===== config.mk =====
export PLATFORM = sky130hd
export DESIGN_NAME = sorted_list_table
export DESIGN_NICKNAME = d
export VERILOG_FILES = /design/src/hw/rtl/slt_pkg.sv /design/src/hw/rtl/slt_cell.sv /design/src/hw/rtl/slt_encode.sv /design/src/hw/rtl/sorted_list_table.sv
export SDC_FILE = /design/constraint.sdc
export NUM_CORES = 2
export LEC_CHECK = 0
export BUFFER_PORTS_ARGS = -buffer_cell sky130_fd_sc_hd__buf_2
export CAP_MARGIN = 40
export CORE_MARGIN = 3
export CORE_UTILIZATION = 27
export DETAILED_ROUTE_END_ITERATION = 12
export HOLD_SLACK_MARGIN = 0.03
export PLACE_DENSITY = 0.38
export RECOVER_POWER = 50
export SYNTH_ARGS = -nofsm -noshare
export SYNTH_HDL_FRONTEND = slang
export SYNTH_SLANG_ARGS = --single-unit

===== constraint.sdc =====
create_clock -name i_clk -period 15.78 [get_ports i_clk]
set_input_delay 3.156 -clock i_clk [delete_from_list [all_inputs] [get_ports i_clk]]
set_output_delay 3.156 -clock i_clk [all_outputs]
set_load 0.005 [all_outputs]

===== src/hw/rtl/slt_pkg.sv =====
// Shared constants, codes and types for the sorted list table.
`default_nettype none
package slt_pkg;

    localparam int CAPACITY = 16;
    localparam int IDX_W    = $clog2(CAPACITY);
    localparam int CNT_W    = $clog2(CAPACITY + 1);

    localparam logic [1:0] OP_INSERT = 2'd0;
    localparam logic [1:0] OP_REMOVE = 2'd1;
    localparam logic [1:0] OP_FIND   = 2'd2;
    localparam logic [1:0] OP_CLEAR  = 2'd3;

    localparam logic [1:0] ST_OK      = 2'd0;
    localparam logic [1:0] ST_FULL    = 2'd1;
    localparam logic [1:0] ST_MISSING = 2'd2;

    localparam logic [1:0] ACT_HOLD   = 2'd0;
    localparam logic [1:0] ACT_INSERT = 2'd1;
    localparam logic [1:0] ACT_SHIFT  = 2'd2;
    localparam logic [1:0] ACT_CLEAR  = 2'd3;

    localparam logic [4:0] COUNT_FULL = 5'(CAPACITY);

    typedef struct packed {
        logic [1:0]         act;
        logic signed [31:0] value;
    } t_cmd;

    typedef struct packed {
        logic               valid;
        logic               less;
        logic signed [31:0] entry;
    } t_link;

    typedef struct packed {
        logic             found;
        logic [IDX_W-1:0] index;
    } t_lookup;

endpackage
`default_nettype wire


===== src/hw/rtl/slt_cell.sv =====
// One storage cell of the sorted row: compare with the broadcast value, shift either way.
`default_nettype none
module slt_cell (
    input  wire logic          i_clk,
    input  wire logic          i_rst_n,
    input  wire slt_pkg::t_cmd i_cmd,
    input  wire slt_pkg::t_link i_left,
    input  wire slt_pkg::t_link i_right,
    output slt_pkg::t_link     o_link,
    output logic               o_match,
    output logic               o_boundary
);

    logic               r_valid;
    logic signed [31:0] r_entry;
    logic               n_valid;
    logic signed [31:0] n_entry;
    logic               less;

    assign less       = r_valid && (r_entry < i_cmd.value);
    assign o_match    = r_valid && (r_entry == i_cmd.value);
    assign o_boundary = !less && i_left.less;
    assign o_link     = '{valid: r_valid, less: less, entry: r_entry};

    always_comb begin
        n_valid = r_valid;
        n_entry = r_entry;
        case (i_cmd.act)
            slt_pkg::ACT_INSERT: begin
                if (!less) begin
                    if (i_left.less) begin
                        n_valid = 1'b1;
                        n_entry = i_cmd.value;
                    end else begin
                        n_valid = i_left.valid;
                        n_entry = i_left.entry;
                    end
                end
            end
            slt_pkg::ACT_SHIFT: begin
                if (!less) begin
                    n_valid = i_right.valid;
                    n_entry = i_right.entry;
                end
            end
            slt_pkg::ACT_CLEAR: begin
                n_valid = 1'b0;
            end
            default: begin
                n_valid = r_valid;
            end
        endcase
    end

    always_ff @(posedge i_clk) begin
        if (!i_rst_n) begin
            r_valid <= 1'b0;
        end else begin
            r_valid <= n_valid;
        end
    end

    always_ff @(posedge i_clk) begin
        r_entry <= n_entry;
    end

endmodule
`default_nettype wire


===== src/hw/rtl/slt_encode.sv =====
// Boundary encoder: index of the first cell not below the value, and hit detection.
`default_nettype none
module slt_encode (
    input  wire logic [slt_pkg::CAPACITY-1:0] i_boundary,
    input  wire logic [slt_pkg::CAPACITY-1:0] i_match,
    output slt_pkg::t_lookup                  o_lookup
);

    always_comb begin
        o_lookup = '0;
        for (int k = 0; k < slt_pkg::CAPACITY; k++) begin
            if (i_boundary[k]) begin
                o_lookup.found = o_lookup.found | i_match[k];
                o_lookup.index = o_lookup.index | slt_pkg::IDX_W'(k);
            end
        end
    end

endmodule
`default_nettype wire


===== src/hw/rtl/sorted_list_table.sv =====
// Top level of the sorted list table: command register, cell row and result register.
// An accepted command is registered, the cell row acts on it while busy is high, and the result
// register then raises o_valid. Start is accepted only while busy is low, one transaction at a time;
// busy is high for the cycle the command register drives the cell row, which compares and shifts in that cycle.
// Reset: synchronous, active low; empties the table and drops any pending transaction.
// The receiver cannot stall: each result is shown for exactly one cycle.
`default_nettype none
module sorted_list_table (
    input  wire logic               i_clk,
    input  wire logic               i_rst_n,
    input  wire logic               start,
    output logic                    busy,
    input  wire logic [1:0]         i_operation,
    input  wire logic signed [31:0] i_value,
    output logic                    o_valid,
    output logic                    o_found,
    output logic [3:0]              o_position,
    output logic [4:0]              o_count,
    output logic [1:0]              o_status
);

    localparam int N = slt_pkg::CAPACITY;

    logic                        r_busy;
    logic [1:0]                  r_op;
    logic signed [31:0]          r_val;
    logic [slt_pkg::CNT_W-1:0]   r_count;
    logic [slt_pkg::CNT_W-1:0]   n_count;
    logic                        r_valid;
    logic                        r_found;
    logic [3:0]                  r_position;
    logic [4:0]                  r_res_count;
    logic [1:0]                  r_status;

    logic                        n_found;
    logic [slt_pkg::IDX_W-1:0]   n_index;
    logic [1:0]                  n_status;
    logic                        full;

    slt_pkg::t_cmd               cmd;
    slt_pkg::t_link              links  [N+1];
    slt_pkg::t_link              rights [N];
    logic [N-1:0]                match;
    logic [N-1:0]                boundary;
    slt_pkg::t_lookup            lookup;

    logic [slt_pkg::IDX_W+3:0]   pos_ext;
    logic [slt_pkg::CNT_W+4:0]   cnt_ext;

    assign busy = r_busy;
    assign full = (r_count == slt_pkg::CNT_W'(N));

    assign links[0] = '{valid: 1'b0, less: 1'b1, entry: '0};

    genvar g;
    generate
        for (g = 0; g < N; g++) begin : g_cell
            if (g == N - 1) begin : g_last
                assign rights[g] = '{valid: 1'b0, less: 1'b0, entry: '0};
            end else begin : g_mid
                assign rights[g] = links[g+2];
            end
            slt_cell u_cell (
                .i_clk      (i_clk),
                .i_rst_n    (i_rst_n),
                .i_cmd      (cmd),
                .i_left     (links[g]),
                .i_right    (rights[g]),
                .o_link     (links[g+1]),
                .o_match    (match[g]),
                .o_boundary (boundary[g])
            );
        end
    endgenerate

    slt_encode u_encode (
        .i_boundary (boundary),
        .i_match    (match),
        .o_lookup   (lookup)
    );

    always_comb begin
        cmd.value = r_val;
        cmd.act   = slt_pkg::ACT_HOLD;
        n_count   = r_count;
        n_found   = 1'b0;
        n_index   = '0;
        n_status  = slt_pkg::ST_OK;
        if (r_busy) begin
            case (r_op)
                slt_pkg::OP_INSERT: begin
                    if (full) begin
                        n_status = slt_pkg::ST_FULL;
                    end else begin
                        cmd.act = slt_pkg::ACT_INSERT;
                        n_index = lookup.index;
                        n_count = r_count + slt_pkg::CNT_W'(1);
                    end
                end
                slt_pkg::OP_REMOVE, slt_pkg::OP_FIND: begin
                    if (lookup.found) begin
                        n_found = 1'b1;
                        n_index = lookup.index;
                        if (r_op == slt_pkg::OP_REMOVE) begin
                            cmd.act = slt_pkg::ACT_SHIFT;
                            n_count = r_count - slt_pkg::CNT_W'(1);
                        end
                    end else begin
                        n_status = slt_pkg::ST_MISSING;
                    end
                end
                slt_pkg::OP_CLEAR: begin
                    cmd.act = slt_pkg::ACT_CLEAR;
                    n_count = '0;
                end
                default: begin
                    cmd.act = slt_pkg::ACT_HOLD;
                end
            endcase
        end
    end

    assign pos_ext = {4'b0, n_index};
    assign cnt_ext = {5'b0, n_count};

    always_ff @(posedge i_clk) begin
        if (!i_rst_n) begin
            r_busy  <= 1'b0;
            r_valid <= 1'b0;
            r_count <= '0;
        end else begin
            r_busy  <= start && !r_busy;
            r_valid <= r_busy;
            r_count <= n_count;
        end
    end

    always_ff @(posedge i_clk) begin
        if (start && !r_busy) begin
            r_op  <= i_operation;
            r_val <= i_value;
        end
        if (r_busy) begin
            r_found     <= n_found;
            r_position  <= pos_ext[3:0];
            r_res_count <= cnt_ext[4:0];
            r_status    <= n_status;
        end
    end

    assign o_valid    = r_valid;
    assign o_found    = r_found;
    assign o_position = r_position;
    assign o_count    = r_res_count;
    assign o_status   = r_status;

endmodule
`default_nettype wire


==> summary.txt <==
Synthesis
  – Post-synthesis compound-gate area fraction: 17.2%
  – Async set-reset flop share out of synthesis: 0%
  – Syn_area_per_cell: 9.41 sq um
  – Fraction of synthesized area in multiplexers: 6.17%
  – Mapped Area: 40600 sq um
  – Post-Syn Instances: 4311
  – Post-Syn Nets: 4871
  – Main synth FF type: edfxtp_1
  – Netlist cell types: a little over 70
  – XOR/XNOR share of the synthesized area: less than 1%
  – EDFF count, synth: 558
  – Adder-Cell Fraction of Synth Area: 16.1%
  – Post-Synth Simple-Gate Area: 14.9%
  – Yosys Warn Count: 0
  – Sequential-to-total area share from yosys stat: 42.4%
  – Largest family of logic cells by synthesized area: compound AO/OA/AOI/OAI gates
  – Flops & latches, synth: 581

CTS
  – Hold buffer count at CTS: 0
  – Number of setup buffers added after CTS: 0
  – TritonCTS Buffers: 77
  – H-tree depth: 3
  – Sinks on the clock net: 581
  – Root Buffer: clkbuf_16
  – Reg clk slew, reported paths: 0.06 ns
  – Clk Latency, worst-skew pair: around 0.67 ns
  – Post-CTS sizing: 0
  – Clock buffer depth: 3
  – CTS tree: yes

STA
  – Setup slack after layout: just under 4 ns
  – Min Tclk post-route: 11.85 ns
  – Slew Limit Fails: 251
  – Fmax: 84.4 MHz
  – Worst slew margin: -85.2%
  – RSZ-0062 raised after global routing: no
  – Actual slew at the worst max-slew pin: 2.78 ns
  – Period utilisation layout: around three quarters
  – Setup TNS: 0 ns
  – Worst clock skew: 0.0276 ns
  – Hold Fails Final Rpt: 0
  – Final setup violation count: 0
  – WHS: about 0.55 ns

Global route
  – First-pass GRT wire length: 211 mm
  – GRT Overall Usage: ~18%
  – Total grt overflow: 0
  – Largest net degree at the start of global routing: 224
  – Vias in the first global route: 31200
  – Initial antenna violation count: 2

Final layout
  – Seq. cell area: 17200 sq um
  – Number of fill cells in the layout: 15700
  – Final Core Density: 30.9%
  – Most common cell after layout, fill and taps aside: nand2_1
  – P&R area growth vs syn: 13.2%
  – Commonest non-fill, non-tap cells in the layout: nand2_1 (636), o21ai_0 (576), edfxtp_1 (558)
  – Share of post-route cells with drive strength above 1: 5.94%
  – Area of the multi-input gates: 22200 sq um
  – Diode count: 0
  – Final #Nets: around 4900

Pwr
  – Reg power frac: 44.3%
  – Net Sw Power: between 1 and 1.5 mW
  – Clk pwr share: 41.5%
  – Pleak: 16.8 nW
  – Comb pwr share: approximately 14%
  – P per Cell Area: 92.0 nW/um^2
  – Sw frac: 28.2%
  – Peak VDD IR: 59.4 uV
  – Int Pwr: approximately 3.0 mW

Status
  – Status: complete, but fails checks
  – Failing checks: max-capacitance violations, max-slew violations

Die
  – Row cnt: 141
  – Full die area: 155000 sq um
  – Die X-Extent: slightly below 400 um
  – Ports: 51
  – Die height: 394 um
  – Core outline area: 149000 sq um
  – Initial Util: 27.3%

Place
  – PortBufs: 50
  – Routability cong.: 0.797
  – DPL Wire Length: between 100 and 150 mm
  – Post-place setup slack: 6.58 ns

Worst hold path
  – Worst Hold Launch: g_cell[9].u_cell.r_entry[0]
  – Worst min-delay path class: reg2reg

Setup path
  – CP required: 16.00 ns
  – CP Cell Sequence: clkinv_1 -> clkbuf_1 -> ha_1 -> a21oi_1 -> o21ai_0 -> a221o_1 -> a211o_1 -> a21oi_1 -> mux2i_4 -> clkbuf_1 -> clkbuf_1 -> mux2i_1 -> or4_1 -> a2111o_1 -> a31oi_1 -> or3_1 -> ha_1 -> o21a_1 -> clkbuf_1
  – CP Launch Type: flip-flop
  – Worst path arrival time: 12.08 ns
  – Highest cell delay on the worst timing path: between 1.5 and 2 ns
  – CP max-delay cell: clkbuf_1
  – Critical Path Most Common Cell: clkbuf_1
  – Worst Setup End Kind: flip-flop
  – Critical path type: reg2reg
  – Max FO, Critical Path: 32
  – Crit. Startpoint: r_val[5]
  – Worst r2r src: r_val[5]

Detailed routing
  – DRT iter0 DRCs: about 2200
  – Final ANT Viol Nets: 0
  – Residual DRC count: 0
  – Mean number of vias per cell: between 4 and 5
  – Avg WL per Cell: 22.3 um
  – Final wirelength: 142 mm
  – Via count: 31600
  – TritonRoute pass-1 iters: 6

Flow run
  – Max-capacitance violation count: 9
through the flow:
| stage | area (sq um) | cells | power [mW] |
|---|---|---|---|
| 2_1_floorplan | 40600 | 4311 | 2.26 |
| 5_1_grt | 45900 | 6365 | 4.44 |
| 6_report | 45900 | 6365 | 4.23 |
| 3_5_place_dp | 43700 | 6226 | 2.52 |
| 3_3_place_gp | 43200 | 6204 | 2.50 |
| 4_1_cts | 46100 | 6364 | 4.31 |
routing by layer:
layer / up-vias / routed length, um / track usage [%] / part of all wire, %
met5: - / 0 / 0 / 0
met4: 0 / 2830 / 4.46 / 2.0
met3: 133 / 5970 / 2.43 / 4.2
met2: 601 / 64200 / 28.7 / 45
met1: 14800 / 68700 / 25.3 / 48
li1: 16000 / - / - / -
final cells by class:
| cell class | instances | share of cell area (%) |
|---|---|---|
| multi-input combinational | 3396 | 48.4 |
| sequential | 581 | 37.5 |
| tap | 2002 | 5.46 |
| clock buffer | 104 | 4.69 |
| timing repair buffer | 153 | 2.55 |
| inverter | 95 | 0.777 |
| clock inverter | 34 | 0.605 |
state kept, by name, indices dropped and copies added, names as in the netlist:
name	cells
busy	1
g_cell.u_cell.r_entry	512
g_cell.u_cell.r_valid	16
r_op	2
r_count	5
o_status	2
o_found	1
o_valid	1
r_val	32
o_count	5
o_position	4
power by group through the flow:
stage | clock network (mW) | logic, mW | registers [mW]
after CTS | 1.82 | 0.618 | 1.87
after global routing | 1.87 | 0.687 | 1.88
final | 1.75 | 0.602 | 1.87
after detailed placement | 0 | 0.617 | 1.90
after global placement | 0 | 0.601 | 1.90
after floorplan | 0 | 0.401 | 1.86
final timing paths:
kind                                                       to  cells past startpoint  slack [ns]
worst min register to register    g_cell[8].u_cell.r_entry[0]                      2        0.55
worst max register to register  g_cell[15].u_cell.r_entry[12]                     19        3.93
worst max-delay path            g_cell[15].u_cell.r_entry[12]                     19        3.93
worst min-delay path              g_cell[8].u_cell.r_entry[0]                      2        0.55
cell families after synthesis:
logic type | after synthesis
flip-flops | 581
XOR/XNOR | 3
multiplexers | 249
adder cells (fa/ha/maj) | 523
AO/OA/AOI/OAI | 1262
buffers and inverters | 334
AND/OR/NAND/NOR | 1359
synth_stat cells (23+ instances only):
master      n  area share, %
clkbuf_1  221            2.0
nand3_1    62           0.77
nor4_1     30           0.46
clkinv_1   31           0.29
ha_1      523             16
a21o_1     57            1.1
nor2_1    353            3.3
nand4_1    96            1.5
nor3_1     43           0.53
a21oi_1   466            5.8
inv_1      64           0.59
edfxtp_1  558             41
o21ai_0   576            7.1
nand2_1   637            5.9
dfxtp_1    23            1.1
mux2i_1   241            5.9
worst max-delay path, delay by kind of cell, from the launching register on:
family	cells	cell delay, ns
AO/OA/AOI/OAI	8	2.34
adder cells (fa/ha/maj)	2	1.13
buffers and inverters	5	5.53
flip-flops	1	0.60
multiplexers	2	0.76
AND/OR/NAND/NOR	2	0.96
Note: power is estimated with default switching activity, not from simulation.
